<file path="src/hdl/crw_pkg.sv">
`timescale 1ns / 1ps
`default_nettype none

package crw_pkg;

  // Keyword window depth and derived widths
  localparam int KEYWORD_MAX = 16;
  localparam int WIN_IDX_W   = (KEYWORD_MAX > 1) ? $clog2(KEYWORD_MAX) : 1;
  localparam int FILL_W      = $clog2(KEYWORD_MAX + 1);
  localparam int KW_BYTES    = 16;
  localparam int KW_IDX_W    = $clog2(KW_BYTES);
  localparam int KLEN_W      = 5;

  // Register file layout
  localparam int CFG_ADDR_W  = 6;
  localparam int CFG_DATA_W  = 64;

  typedef enum logic [1:0] {
    KIND_START = 2'd0,
    KIND_BYTE  = 2'd1,
    KIND_TICK  = 2'd2
  } kind_t;

  typedef enum logic [1:0] {
    EV_SEND = 2'd0,
    EV_OK   = 2'd1,
    EV_FAIL = 2'd2
  } evt_t;

  typedef enum logic [2:0] {
    REG_KW_LOW       = 3'd0,
    REG_KW_HIGH      = 3'd1,
    REG_KW_LENGTH    = 3'd2,
    REG_RETRY_LIMIT  = 3'd3,
    REG_TIMEOUT      = 3'd4,
    REG_CHECK_PERIOD = 3'd5
  } reg_idx_t;

endpackage

`default_nettype wire

</file>
<file path="src/hdl/command_response_watcher.sv">
`timescale 1ns / 1ps
`default_nettype none

// Command/response watcher. A start transaction opens an exchange and yields a
// send-command result (or an immediate failure when retry_limit is zero);
// received-byte transactions feed a keyword window, and tick transactions drive
// the per-attempt timeout and the periodic success check. The block takes one
// transaction per clock while the output is not stalled: each one is captured
// in an input register, handled in a single pass through the parallel keyword
// compare and the tick counters, and any result is then captured in the output
// register. A stalled result holds the output register while one more
// transaction waits in the input register; in_stall rises only when both are
// occupied. Registers sit at byte address 8*i on the 64-bit APB-style port and
// should be written while no transaction is in flight.
module command_response_watcher (
  input  wire logic                            clk,
  input  wire logic                            rst_n,
  // input channel
  input  wire logic                            in_valid,
  output logic                                 in_stall,
  input  wire logic [1:0]                      in_kind,
  input  wire logic [7:0]                      in_rx_byte,
  // result channel
  output logic                                 out_valid,
  input  wire logic                            out_stall,
  output logic [1:0]                           out_event_res,
  output logic [7:0]                           out_attempts_left,
  // configuration port
  input  wire logic                            psel,
  input  wire logic                            penable,
  input  wire logic                            pwrite,
  input  wire logic [crw_pkg::CFG_ADDR_W-1:0]  paddr,
  input  wire logic [crw_pkg::CFG_DATA_W-1:0]  pwdata,
  output logic [crw_pkg::CFG_DATA_W-1:0]       prdata,
  output logic                                 pready
);

  localparam int WIN_N  = crw_pkg::KEYWORD_MAX;
  localparam int FILL_W = crw_pkg::FILL_W;
  localparam int KLEN_W = crw_pkg::KLEN_W;

  // Configuration registers
  logic [63:0]       kw_low_r;
  logic [63:0]       kw_high_r;
  logic [KLEN_W-1:0] kw_len_r;
  logic [7:0]        retry_limit_r;
  logic [15:0]       timeout_r;
  logic [15:0]       check_period_r;

  // Input register
  logic       in_valid_r;
  logic [1:0] in_kind_r;
  logic [7:0] in_byte_r;

  // Exchange state
  logic [7:0]        win_r [WIN_N];
  logic [7:0]        win_nxt [WIN_N];
  logic [FILL_W-1:0] fill_r, fill_nxt;
  logic              seen_r, seen_nxt;
  logic [15:0]       tick_r, tick_nxt;
  logic [15:0]       phase_r, phase_nxt;
  logic [7:0]        rem_r, rem_nxt;
  logic              busy_r, busy_nxt;

  // Output register
  logic                out_valid_r;
  crw_pkg::evt_t       out_event_r;
  logic [7:0]          out_left_r;

  logic                res_valid;
  crw_pkg::evt_t       res_event;
  logic [7:0]          res_left;

  logic advance;
  logic fire;
  logic cfg_wr;
  logic [2:0] cfg_idx;

  // Window compare signals
  logic [7:0]        win_sh [WIN_N];
  logic [FILL_W-1:0] fill_inc;
  logic [KLEN_W-1:0] kw_n;
  logic [127:0]      kw_all;
  logic [WIN_N-1:0]  pos_eq;
  logic              tail_match;

  // Tick arithmetic
  logic [16:0] tick_inc;
  logic [16:0] phase_inc;
  logic [7:0]  rem_dec;

  // Handshake: the pipeline moves whenever the output register is empty or not stalled
  assign advance   = !out_valid_r || !out_stall;
  assign fire      = in_valid_r && advance;
  assign in_stall  = in_valid_r && !advance;
  assign out_valid = out_valid_r;
  assign out_event_res     = out_event_r;
  assign out_attempts_left = out_left_r;

  // Configuration port
  assign pready  = 1'b1;
  assign cfg_wr  = psel && penable && pwrite;
  assign cfg_idx = paddr[5:3];

  always_comb begin
    case (cfg_idx)
      crw_pkg::REG_KW_LOW:       prdata = kw_low_r;
      crw_pkg::REG_KW_HIGH:      prdata = kw_high_r;
      crw_pkg::REG_KW_LENGTH:    prdata = {{(64-KLEN_W){1'b0}}, kw_len_r};
      crw_pkg::REG_RETRY_LIMIT:  prdata = {56'd0, retry_limit_r};
      crw_pkg::REG_TIMEOUT:      prdata = {48'd0, timeout_r};
      crw_pkg::REG_CHECK_PERIOD: prdata = {48'd0, check_period_r};
      default:                   prdata = '0;
    endcase
  end

  always_ff @(posedge clk) begin
    if (!rst_n) begin
      kw_low_r       <= '0;
      kw_high_r      <= '0;
      kw_len_r       <= KLEN_W'(2);
      retry_limit_r  <= 8'd3;
      timeout_r      <= 16'd1000;
      check_period_r <= 16'd10;
    end else if (cfg_wr) begin
      case (cfg_idx)
        crw_pkg::REG_KW_LOW:       kw_low_r       <= pwdata;
        crw_pkg::REG_KW_HIGH:      kw_high_r      <= pwdata;
        crw_pkg::REG_KW_LENGTH:    kw_len_r       <= pwdata[KLEN_W-1:0];
        crw_pkg::REG_RETRY_LIMIT:  retry_limit_r  <= pwdata[7:0];
        crw_pkg::REG_TIMEOUT:      timeout_r      <= pwdata[15:0];
        crw_pkg::REG_CHECK_PERIOD: check_period_r <= pwdata[15:0];
        default: ;
      endcase
    end
  end

  // Capture the incoming transaction
  always_ff @(posedge clk) begin
    if (!rst_n) begin
      in_valid_r <= 1'b0;
    end else if (!in_stall) begin
      in_valid_r <= in_valid;
    end
  end

  always_ff @(posedge clk) begin
    if (!in_stall && in_valid) begin
      in_kind_r <= in_kind;
      in_byte_r <= in_rx_byte;
    end
  end

  // Keyword compare on the window as it stands after shifting in the new byte
  assign kw_all = {kw_high_r, kw_low_r};
  assign kw_n   = (kw_len_r > KLEN_W'(WIN_N)) ? KLEN_W'(WIN_N) : kw_len_r;
  assign fill_inc = (fill_r == FILL_W'(WIN_N)) ? fill_r : fill_r + FILL_W'(1);

  always_comb begin
    logic [KLEN_W-1:0]           kidx;
    logic [crw_pkg::KW_IDX_W-1:0] bidx;
    kidx = '0;
    bidx = '0;
    for (int j = 0; j < WIN_N; j++) begin
      win_sh[j] = (j == 0) ? in_byte_r : win_r[(j == 0) ? 0 : j - 1];
    end
    for (int j = 0; j < WIN_N; j++) begin
      // newest byte pairs with the last keyword byte
      kidx = kw_n - KLEN_W'(1) - KLEN_W'(j);
      bidx = kidx[crw_pkg::KW_IDX_W-1:0];
      pos_eq[j] = (KLEN_W'(j) >= kw_n) || (win_sh[j] == kw_all[{bidx, 3'b000} +: 8]);
    end
    tail_match = (KLEN_W'(fill_inc) >= kw_n) && (&pos_eq);
  end

  assign tick_inc  = {1'b0, tick_r} + 17'd1;
  assign phase_inc = {1'b0, phase_r} + 17'd1;
  assign rem_dec   = (rem_r != 8'd0) ? rem_r - 8'd1 : rem_r;

  // Exchange control: one pass per transaction
  always_comb begin
    win_nxt   = win_r;
    fill_nxt  = fill_r;
    seen_nxt  = seen_r;
    tick_nxt  = tick_r;
    phase_nxt = phase_r;
    rem_nxt   = rem_r;
    busy_nxt  = busy_r;
    res_valid = 1'b0;
    res_event = crw_pkg::EV_SEND;
    res_left  = 8'd0;

    if (fire) begin
      case (in_kind_r)
        crw_pkg::KIND_START: begin
          fill_nxt  = '0;
          seen_nxt  = 1'b0;
          tick_nxt  = '0;
          phase_nxt = '0;
          res_valid = 1'b1;
          if (retry_limit_r == 8'd0) begin
            rem_nxt   = 8'd0;
            busy_nxt  = 1'b0;
            res_event = crw_pkg::EV_FAIL;
          end else begin
            rem_nxt   = retry_limit_r;
            busy_nxt  = 1'b1;
            res_event = crw_pkg::EV_SEND;
            res_left  = retry_limit_r;
          end
        end
        crw_pkg::KIND_BYTE: begin
          if (busy_r) begin
            win_nxt  = win_sh;
            fill_nxt = fill_inc;
            if (tail_match) begin
              seen_nxt = 1'b1;
            end
          end
        end
        crw_pkg::KIND_TICK: begin
          if (busy_r) begin
            tick_nxt = tick_inc[15:0];
            if (tick_inc >= {1'b0, timeout_r}) begin
              // attempt timed out: retry or give up
              rem_nxt   = rem_dec;
              fill_nxt  = '0;
              seen_nxt  = 1'b0;
              tick_nxt  = '0;
              phase_nxt = '0;
              res_valid = 1'b1;
              if (rem_dec != 8'd0) begin
                res_event = crw_pkg::EV_SEND;
                res_left  = rem_dec;
              end else begin
                busy_nxt  = 1'b0;
                res_event = crw_pkg::EV_FAIL;
              end
            end else if (phase_inc >= {1'b0, check_period_r}) begin
              phase_nxt = '0;
              if (seen_r || (kw_n == '0)) begin
                busy_nxt  = 1'b0;
                fill_nxt  = '0;
                seen_nxt  = 1'b0;
                tick_nxt  = '0;
                res_valid = 1'b1;
                res_event = crw_pkg::EV_OK;
                res_left  = rem_r;
              end
            end else begin
              phase_nxt = phase_inc[15:0];
            end
          end
        end
        default: ;
      endcase
    end
  end

  // State registers
  always_ff @(posedge clk) begin
    if (!rst_n) begin
      fill_r  <= '0;
      seen_r  <= 1'b0;
      tick_r  <= '0;
      phase_r <= '0;
      rem_r   <= '0;
      busy_r  <= 1'b0;
    end else begin
      fill_r  <= fill_nxt;
      seen_r  <= seen_nxt;
      tick_r  <= tick_nxt;
      phase_r <= phase_nxt;
      rem_r   <= rem_nxt;
      busy_r  <= busy_nxt;
    end
  end

  // Window bytes are only trusted below the fill count
  always_ff @(posedge clk) begin
    win_r <= win_nxt;
  end

  // Result register
  always_ff @(posedge clk) begin
    if (!rst_n) begin
      out_valid_r <= 1'b0;
    end else if (advance) begin
      out_valid_r <= res_valid;
    end
  end

  always_ff @(posedge clk) begin
    if (advance && res_valid) begin
      out_event_r <= res_event;
      out_left_r  <= res_left;
    end
  end

  // Checks
  a_busy_has_attempts: assert property (@(posedge clk) disable iff (!rst_n)
    busy_r |-> rem_r != 8'd0)
    else $error("busy exchange with no attempts left");

  a_idle_window_empty: assert property (@(posedge clk) disable iff (!rst_n)
    !busy_r |-> (fill_r == '0 && !seen_r && tick_r == '0))
    else $error("idle block holds attempt state");

  a_fill_bound: assert property (@(posedge clk) disable iff (!rst_n)
    fill_r <= FILL_W'(WIN_N))
    else $error("window fill beyond depth");

  a_fail_zero: assert property (@(posedge clk) disable iff (!rst_n)
    (out_valid_r && out_event_r == crw_pkg::EV_FAIL) |-> out_left_r == 8'd0)
    else $error("failure result with attempts left");

  a_send_busy: assert property (@(posedge clk) disable iff (!rst_n)
    (out_valid_r && out_event_r == crw_pkg::EV_SEND) |-> busy_r)
    else $error("send result while exchange idle");

  a_stall_hold: assert property (@(posedge clk) disable iff (!rst_n)
    (in_valid_r && out_valid_r && out_stall) |=> in_valid_r)
    else $error("transaction lost while result stalled");

endmodule

`default_nettype wire
</file>
<file path="config.mk">
export PLATFORM = sky130hd
export DESIGN_NAME = command_response_watcher
export DESIGN_NICKNAME = d
export VERILOG_FILES = /design/src/hdl/crw_pkg.sv /design/src/hdl/command_response_watcher.sv
export SDC_FILE = /design/constraint.sdc
export NUM_CORES = 1
export LEC_CHECK = 0
export BUFFER_PORTS_ARGS = -buffer_cell sky130_fd_sc_hd__buf_2
export CAP_MARGIN = 20
export CORE_MARGIN = 5
export CORE_UTILIZATION = 34
export CTS_BUF_LIST = sky130_fd_sc_hd__clkbuf_8 sky130_fd_sc_hd__clkbuf_16
export CTS_CLUSTER_DIAMETER = 40
export CTS_CLUSTER_SIZE = 40
export DETAILED_ROUTE_END_ITERATION = 10
export SYNTH_ARGS = -nofsm -noshare
export SYNTH_HDL_FRONTEND = slang
export SYNTH_SLANG_ARGS = --single-unit
</file>
<file path="constraint.sdc">
create_clock -name clk -period 10.41 [get_ports clk]
set_input_delay 0 -clock clk [delete_from_list [all_inputs] [get_ports clk]]
set_output_delay 0 -clock clk [all_outputs]
set_load 0.05 [all_outputs]
</file>
==> impl_results.md, run 1 <==
- Seq. cell area: 0.008653 mm^2
- Final nets: 2,909
- Multi-input logic area: 0.01564 mm^2
- Post-synth EDFFs: 140
- Hold Path End: in_byte_r[4]
- Number of post-CTS setup repair buffers: 0
- Input/output buffers: between 150 and 200
- Drt pass-1 iters: 9
- Fin crit share: 65.47%
- Initial Util: 34.09%
- Post-Syn Nets: 2,758
- Syn Std Cell Area: around 0.025 mm^2
- Layout cells sized above 1: 16.68%
- Root buffer cell: clkbuf_16
- Synth Flop Type: dfxtp_1
- Netlist cell types: 78
- Routed WL: between 90,000 and 100,000 um
- WL/cell: 25.37 um
- DRT antenna net count: 0
- Synthesized instance count: 2,625
- CTS tree: built
- Area fraction of the dominant cell type after synthesis: 17.60%
- Hold-fix buffers, CTS: 83
- Pwr Density: 129.5 mW/mm^2
- Area post-placement: 0.02683 mm^2
- Setup CP Type: reg2reg
- Most frequent cell after synthesis: nand2_1
- Largest net degree at the start of global routing: 88
- Slew Limit Fails: 0
- Path depth of the worst reg2reg path: 16
- FFs w/ async S/R, synth: 0%
- Vias: 22,340
- FF+latch count, synth: 362
- Reg-to-Reg Start: kw_len_r[4]
- Syn_area_per_cell: 9.619 um^2
- CP Max Fanout: 42
- Period minus WS final: 6815 ps
- Layout Cells excl Fill: 3,799
- Critical Path RT: 10,980 ps
- HP Class: in2reg
- TritonCTS Sinks: about 360
- Die span in y: between 200 and 300 um
- Worst Path Arrival: 7380 ps
- Fillers: between 7,000 and 8,000
- Synth cell count leaders: 438 x nand2_1, 333 x mux2i_1, 222 x dfxtp_1, 157 x a21boi_0, 140 x edfxtp_1
- Clock Skews: 17.56 ps
- Worst Tran Pin Value: 1045 ps
- DP Cell Count: 3,596
- Max-cap violations: 0
- Flop-to-flop setup slack: 3590 ps
- WHS Path Cells: 2
- CTS Buf Count: 61
- Initial antenna violation count: 1
- Vias per cell: just under 6
- LEAKAGE: 0.01114 uW
- Final setup vio count: 0
- Core area: 0.07407 mm^2
- GRT Resource Usage Total: 23.36%
- Design area: 0.02987 mm^2
- Maximum VDD drop: between 0.15 and 0.2 mV
- Crit path launch type: flop
- CTS clk-pin slew, worst paths: 60 ps
- Die W: 282.5 um
- # rows: 100
- Number of global-route vias before repair: 21,450
- First-pass GRT wire length: 141,200 um
- CTS H-Tree Depth: 2
- I/O pin total: 164
- DR iter-0 viols: about 2,700
- Gpl congestion: 1.003
- Relative slew slack: approximately 30%
- Final Hold Vio Count: 0
- Fin Hold WS: 82.57 ps
- Yosys warning count: 0
- Seq/Total Area, Yosys: 34.25%
- Grt ovf: 0
- Resized Gates After CTS: 0
- Max Buffers Root-to-Sink: 3
- Hold_sp: in_rx_byte[4]
- CP Capture Type: flop
- Die Area: 0.07982 mm^2
- Highest Clock Rate: 146.7 MHz
- Top cells by area, synth: dfxtp_1 18%, edfxtp_1 17%, mux2i_1 13%
- DP HPWL: 70,310 um
- Status: finished, final reports clean
- DRC Markers: 0
- RSZ-0062 raised after global routing: no
- Worst-Skew Late Latency: between 600 and 700 ps
- Area leader, netlist: dfxtp_1
- Reg-to-reg endpoint: seen_r
- Setup_tns: 0 ps
- Synthesis-to-layout area growth: 18.31%
- Post-layout util: roughly two fifths
## through the flow
stage	worst slack, ps	power [uW]
floorplan	162.0	1663
global placement	3952	1749
global route	3430	3986
CTS	3840	3895
finish	3595	3870
detailed placement	3916	1750
## flip-flops by register name, summed over array words and instances, names as in the netlist, 16 cells and up
register / count
kw_high_r: 64
tick_r: 16
check_period_r: 16
timeout_r: 16
kw_low_r: 64
win_r: 120
phase_r: 16
## worst max-delay path: stages (launching register included)
cell and delay [ps]:
dfxtp_1 660, buf_4 400, nand2b_4 610, ha_1 970, xor2_4 270, buf_4 480, buf_4 460, nor2_1 210
xnor2_4 670, mux2i_1 290, xor2_1 130, nor4_1 530, nand2_1 160, o41ai_1 400, o2111a_1 240, a41oi_1 120
nor2_1 100
## logic make-up (layout without fill, tap and decap cells)
group	after synthesis	in the layout	synth area share, %
buffers and inverters	254	458	4.123
adder cells (fa/ha/maj)	46	46	2.279
AO/OA/AOI/OAI	560	560	15.90
other	1	2	0.01485
flip-flops	362	362	34.25
XOR/XNOR	179	179	6.640
multiplexers	453	453	23.32
AND/OR/NAND/NOR	770	770	13.47
## layout by cell type, fill, tap and decap left out, types with 18 or more instances in the layout
| cell type | Yosys | layout |
|---|---|---|
| a21oi_1 | 53 | 53 |
| mux2i_1 | 333 | 333 |
| buf_4 | 5 | 43 |
| nand3_1 | 40 | 40 |
| inv_1 | 52 | 58 |
| a21boi_0 | 157 | 157 |
| o21ai_0 | 57 | 57 |
| nor2_1 | 109 | 107 |
| xnor2_1 | 82 | 82 |
| o211ai_1 | 20 | 20 |
| nor2b_1 | 57 | 57 |
| xor2_1 | 87 | 87 |
| clkbuf_16 | 0 | 62 |
| o22ai_1 | 48 | 48 |
| a22o_1 | 51 | 51 |
| dfxtp_1 | 222 | 220 |
| nand4_1 | 18 | 18 |
| nor4_1 | 29 | 28 |
| mux4_2 | 106 | 106 |
| nor3_1 | 25 | 22 |
| ha_1 | 46 | 46 |
| a22oi_1 | 64 | 64 |
| edfxtp_1 | 140 | 140 |
| nand2_1 | 438 | 436 |
| buf_2 | 40 | 159 |
| dlygate4sd3_1 | 0 | 85 |
## worst max-delay path by stage
stage	end	startpoint	cells after the start
after floorplan	win_r[100]	out_valid	3
after global placement	seen_r	kw_len_r[4]	16
after detailed placement	seen_r	kw_len_r[4]	16
after CTS	seen_r	kw_len_r[4]	16
after global routing	seen_r	kw_len_r[4]	16
final	seen_r	kw_len_r[4]	16
## routing by layer
| layer | up-vias | GRT usage [%] | routed length (um) |
|---|---|---|---|
| met3 | 260 | 5.546 | 9061 |
| met1 | 10950 | 29.36 | 37510 |
| met2 | 1124 | 38.11 | 44410 |
| met5 | - | 0 | 13 |
| li1 | 10000 | - | - |
| met4 | 2 | 10.94 | 5401 |
## power by group
| group | internal [uW] | switching, uW | total [uW] |
|---|---|---|---|
| clock | 1300 | 817 | 2120 |
| combinational | 104 | 154 | 259 |
| sequential | 1470 | 18.3 | 1490 |
## final cells by class
| type | instances | area share (%) |
|---|---|---|
| Clock inverter | 49 | 1.876 |
| Clock buffer | 67 | 5.424 |
| Inverter | 54 | 0.6785 |
| Multi-Input combinational cell | 2009 | 52.36 |
| Antenna cell | 1 | 0.008377 |
| Sequential cell | 362 | 28.97 |
| Timing Repair Buffer | 288 | 6.630 |
| Tap cell | 969 | 4.058 |
No activity file was read; power rests on OpenSTA's default activity.
==> inputs of run 2 (changes only) <==
- ABC_AREA: not set -> 1
- clock period: 10.41 -> 5.8 ns (I/O delays scaled with it)
==> run 2 against run 1 <==
Design area fell by 1.8%. Synthesized cell count is 46% higher. Clock power rose by 93%. Hold slack got worse by 32 ps. Area after synthesis down 2.4%. Flip-flop and latch count is the same. Clock skew rose by 3.8 ps. Routed wire length up 1.7%. Die area decreased by 2.3%. Non-clock buffer count down 5. Largest cell class unchanged. Largest power group unchanged. Highest routed layer unchanged.
==> impl_results.md, run 2 <==
- FFs w/ async S/R, synth: 0% (unchanged)
- CP max-delay cell: nor2_1
- DP HPWL: 73,160 um (+4.1%)
- Syn_area_per_cell: 6.424 um^2 (-33%)
- Crit path launch type: flop
- DRT antenna net count: 0 (unchanged)
- CP peak stage delay: 550 ps (-420 ps)
- Worst Path Arrival: 4920 ps (-2460 ps)
- Vias per cell: 5.343 (-9.1%)
- Initial antenna violation count: 2 (+1)
- FF+latch count, synth: 362 (unchanged)
- Net Sw Power: 2174 uW (+120%)
- Die span in y: 279.2 um (-1.2%)
- Setup CP Type: reg2reg
- CTS tree: built
- GRT Resource Usage Total: 24.49% (+1.1 points)
- Most common cell after layout, fill and taps aside: nand2_1
- I/O pin total: 164 (unchanged)
- Number of global-route vias before repair: 24,570 (+15%)
- Top cells by area, synth: nand2_1 21%, dfxtp_1 18%, edfxtp_1 17%
- WL/cell: 19.64 um (-23%)
- Final setup vio count: 0 (unchanged)
- Core area: 0.07173 mm^2 (-3.2%)
- Logic pwr share: 11.1% (+4.4 points)
- Vias: 26,680 (+19%)
- Final Hold Vio Count: 0 (unchanged)
- Seq/Total Area, Yosys: 35.10% (+0.85 points)
- Fin crit share: 80.56% (+15 points)
- Setup WS post-layout: 1128 ps (-2467 ps)
- CTS clk-pin slew, worst paths: 50 ps (about the same)
- Pwr Density: 260.0 mW/mm^2 (+100%)
- N_diodes: 0 (-1)
- Layout cells sized above 1: 8.952% (-7.7 points)
- Clock power share: 53.6% (-1.2 points)
- # rows: 98 (-2.0%)
- Synth cell count leaders: 1,383 x nand2_1, 565 x nand3_1, 367 x inv_1, 232 x a21oi_1, 222 x dfxtp_1
- HP Class: in2reg
- Max Buffers Root-to-Sink: 3 (unchanged)
- Maximum VDD drop: 0.2236 mV (+46%)
- Root buffer cell: clkbuf_16
- Flop pwr share: 35.3% (-3.2 points)
- Setup_tns: 0 ps (unchanged)
- CP cell instances: and3_1, nand3_1, and3b_1, nand3_1, nor2_1, nand3_1, nor3b_1, xor2_1, ha_1, nand4_1, nor2_1, nand3_1, nand3_1, nor2_1, nor2_1, nand2_1, inv_1
- Worst-Skew Late Latency: 620 ps (about the same)
- Most frequent cells in the layout: 1,380 x nand2_1, 565 x nand3_1, 367 x inv_1
- Initial Util: 34.35% (+0.26 points)
- Int Power: 5450 uW (+89%)
- Grt ovf: 0 (unchanged)
- CTS H-Tree Depth: 3 (+1)
- Drt pass-1 iters: 7 (-2)
- Critical Path RT: 6050 ps (-4930 ps)
- Post-Syn Nets: 3,968 (+44%)
- Die W: 279.2 um (-1.2%)
- CP Capture Type: flop
- Routed WL: 98,060 um (+1.7%)
- Period minus WS final: 4672 ps (-2143 ps)
- Area fraction of the dominant cell type after synthesis: 21.07% (+3.5 points)
- Post-synth EDFFs: 140 (unchanged)
- DR iter-0 viols: 3,065 (+13%)
- Number of post-CTS setup repair buffers: 0 (unchanged)
- RSZ-0062 raised after global routing: no
- Most frequent cell after synthesis: nand2_1
- First-pass GRT wire length: 148,700 um (+5.3%)
- Die Area: 0.07795 mm^2 (-2.3%)
- Final nets: 4,124 (+42%)
- Slew Limit Fails: 0 (unchanged)
- Gpl congestion: 0.9710 (-3.2%)
- CTS Buf Count: 68 (+11%)
- Largest net degree at the start of global routing: 140 (+59%)
- Netlist cell types: 57 (-27%)
- CP Max Fanout: 10 (-76%)
- TritonCTS Sinks: 362 (unchanged)
- Clock Skews: 21.34 ps (+3.777 ps)
- Synthesis-to-layout area growth: 19.03%
- Most frequent CP cell: nand3_1
- Synthesized instance count: 3,835 (+46%)
- Syn Std Cell Area: 0.02464 mm^2 (-2.4%)
- Worst Tran Pin Value: 978.8 ps (-66.49 ps)
- LEAKAGE: 0.01319 uW (+18%)
- Number of flip-flops under the largest register name: 120 (unchanged)
- Input/output buffers: 159 (unchanged)
- Status: finished, final reports clean
- Regs by FF count: win_r (120), kw_high_r (64), kw_low_r (64)
- Relative slew slack: 34.59% (+4.3 points)
- Highest Clock Rate: 214.0 MHz (+46%)
- Largest Register: win_r
- Sw Share: 28.51% (+2.9 points)
- Area leader, netlist: nand2_1
- Yosys warning count: 0 (unchanged)
- Max-cap violations: 0 (unchanged)
- Synth Flop Type: dfxtp_1
- DRC Markers: 0 (unchanged)
- Power Total: 7624 uW (+97%)
- Place WS: 1127 ps (-2789 ps)
## run 2: cell count changes in the layout (fill, tap and decap cells not counted), sizes merged, moves of 157 or more
cell and change:
a21boi -157, a21oi +179, inv +313, mux2i -334, nand2 +955, nand3 +528
o21ai +172
## run 2: logic make-up after synthesis
group / count (synthesis) / share of synthesized area, %
buf+inv: 575 / 9.289
simple gates: 2189 / 37.59
xor+xnor: 52 / 1.940
compound gates: 610 / 13.73
flops: 362 / 35.10
other cells: 1 / 0.01522
fa+ha+maj: 46 / 2.336
## run 2: path summary, 6_finish.rpt
kind | slack (ps) | from | to | cells after the start
min | 50 | paddr[5] | kw_len_r[1] | 6
min reg2reg | 460 | seen_r | seen_r | 2
max | 1130 | phase_r[0] | out_attempts_left[5] | 17
max reg2reg | 1130 | phase_r[0] | out_attempts_left[5] | 17
## run 2: stage by stage
stage               cell area (um^2)  utilization (%)  cells  hold slack, ps
floorplan                      24650                -   3835           98.87
global placement               26180            36.49   4791           178.1
detailed placement             26180            36.49   4791           179.6
CTS                            29330            40.88   4994           4.066
global route                   29330            40.88   4994           109.6
finish                         29330            40.88   4994           50.87
## run 2: power groups by stage
| stage | Combinational [uW] | Sequential, uW | Clock (uW) |
|---|---|---|---|
| 2_1_floorplan | 542 | 2730 | 0 |
| 3_3_place_gp | 778 | 2740 | 0 |
| 3_5_place_dp | 784 | 2740 | 0 |
| 4_1_cts | 832 | 2690 | 4150 |
| 5_1_grt | 943 | 2690 | 4280 |
| 6_report | 848 | 2690 | 4090 |
## run 2: layer usage
metal / track usage, % / vias to the layer above / share of wire, %
li1: - / 13030 / -
met1: 31.63 / 12380 / 42
met2: 39.77 / 1046 / 45
met3: 3.963 / 228 / 7.2
met4: 12.32 / 2 / 5.7
met5: 0 / - / 0.020
## run 2: cell type report
| class | instances | area, um^2 |
|---|---|---|
| Clock buffer | 68 | 1702 |
| Clock inverter | 55 | 648.1 |
| Fill cell | 7615 | 42400 |
| Inverter | 378 | 1424 |
| Multi-Input combinational cell | 2898 | 13740 |
| Sequential cell | 362 | 8650 |
| Tap cell | 950 | 1189 |
| Timing Repair Buffer | 283 | 1979 |
## run 2: worst max-delay path: cells and delay by family (launching register included)
family / cells / cell delay, ps
buffers and inverters: 1 / 380
flip-flops: 1 / 500
AND/OR/NAND/NOR: 14 / 2950
XOR/XNOR: 1 / 130
adder cells (fa/ha/maj): 1 / 350
## run 2: what timing repair did
item,4_1_cts,5_1_grt
hold endpoints to repair,187,0
resized for setup,0,0
hold buffers,80,0
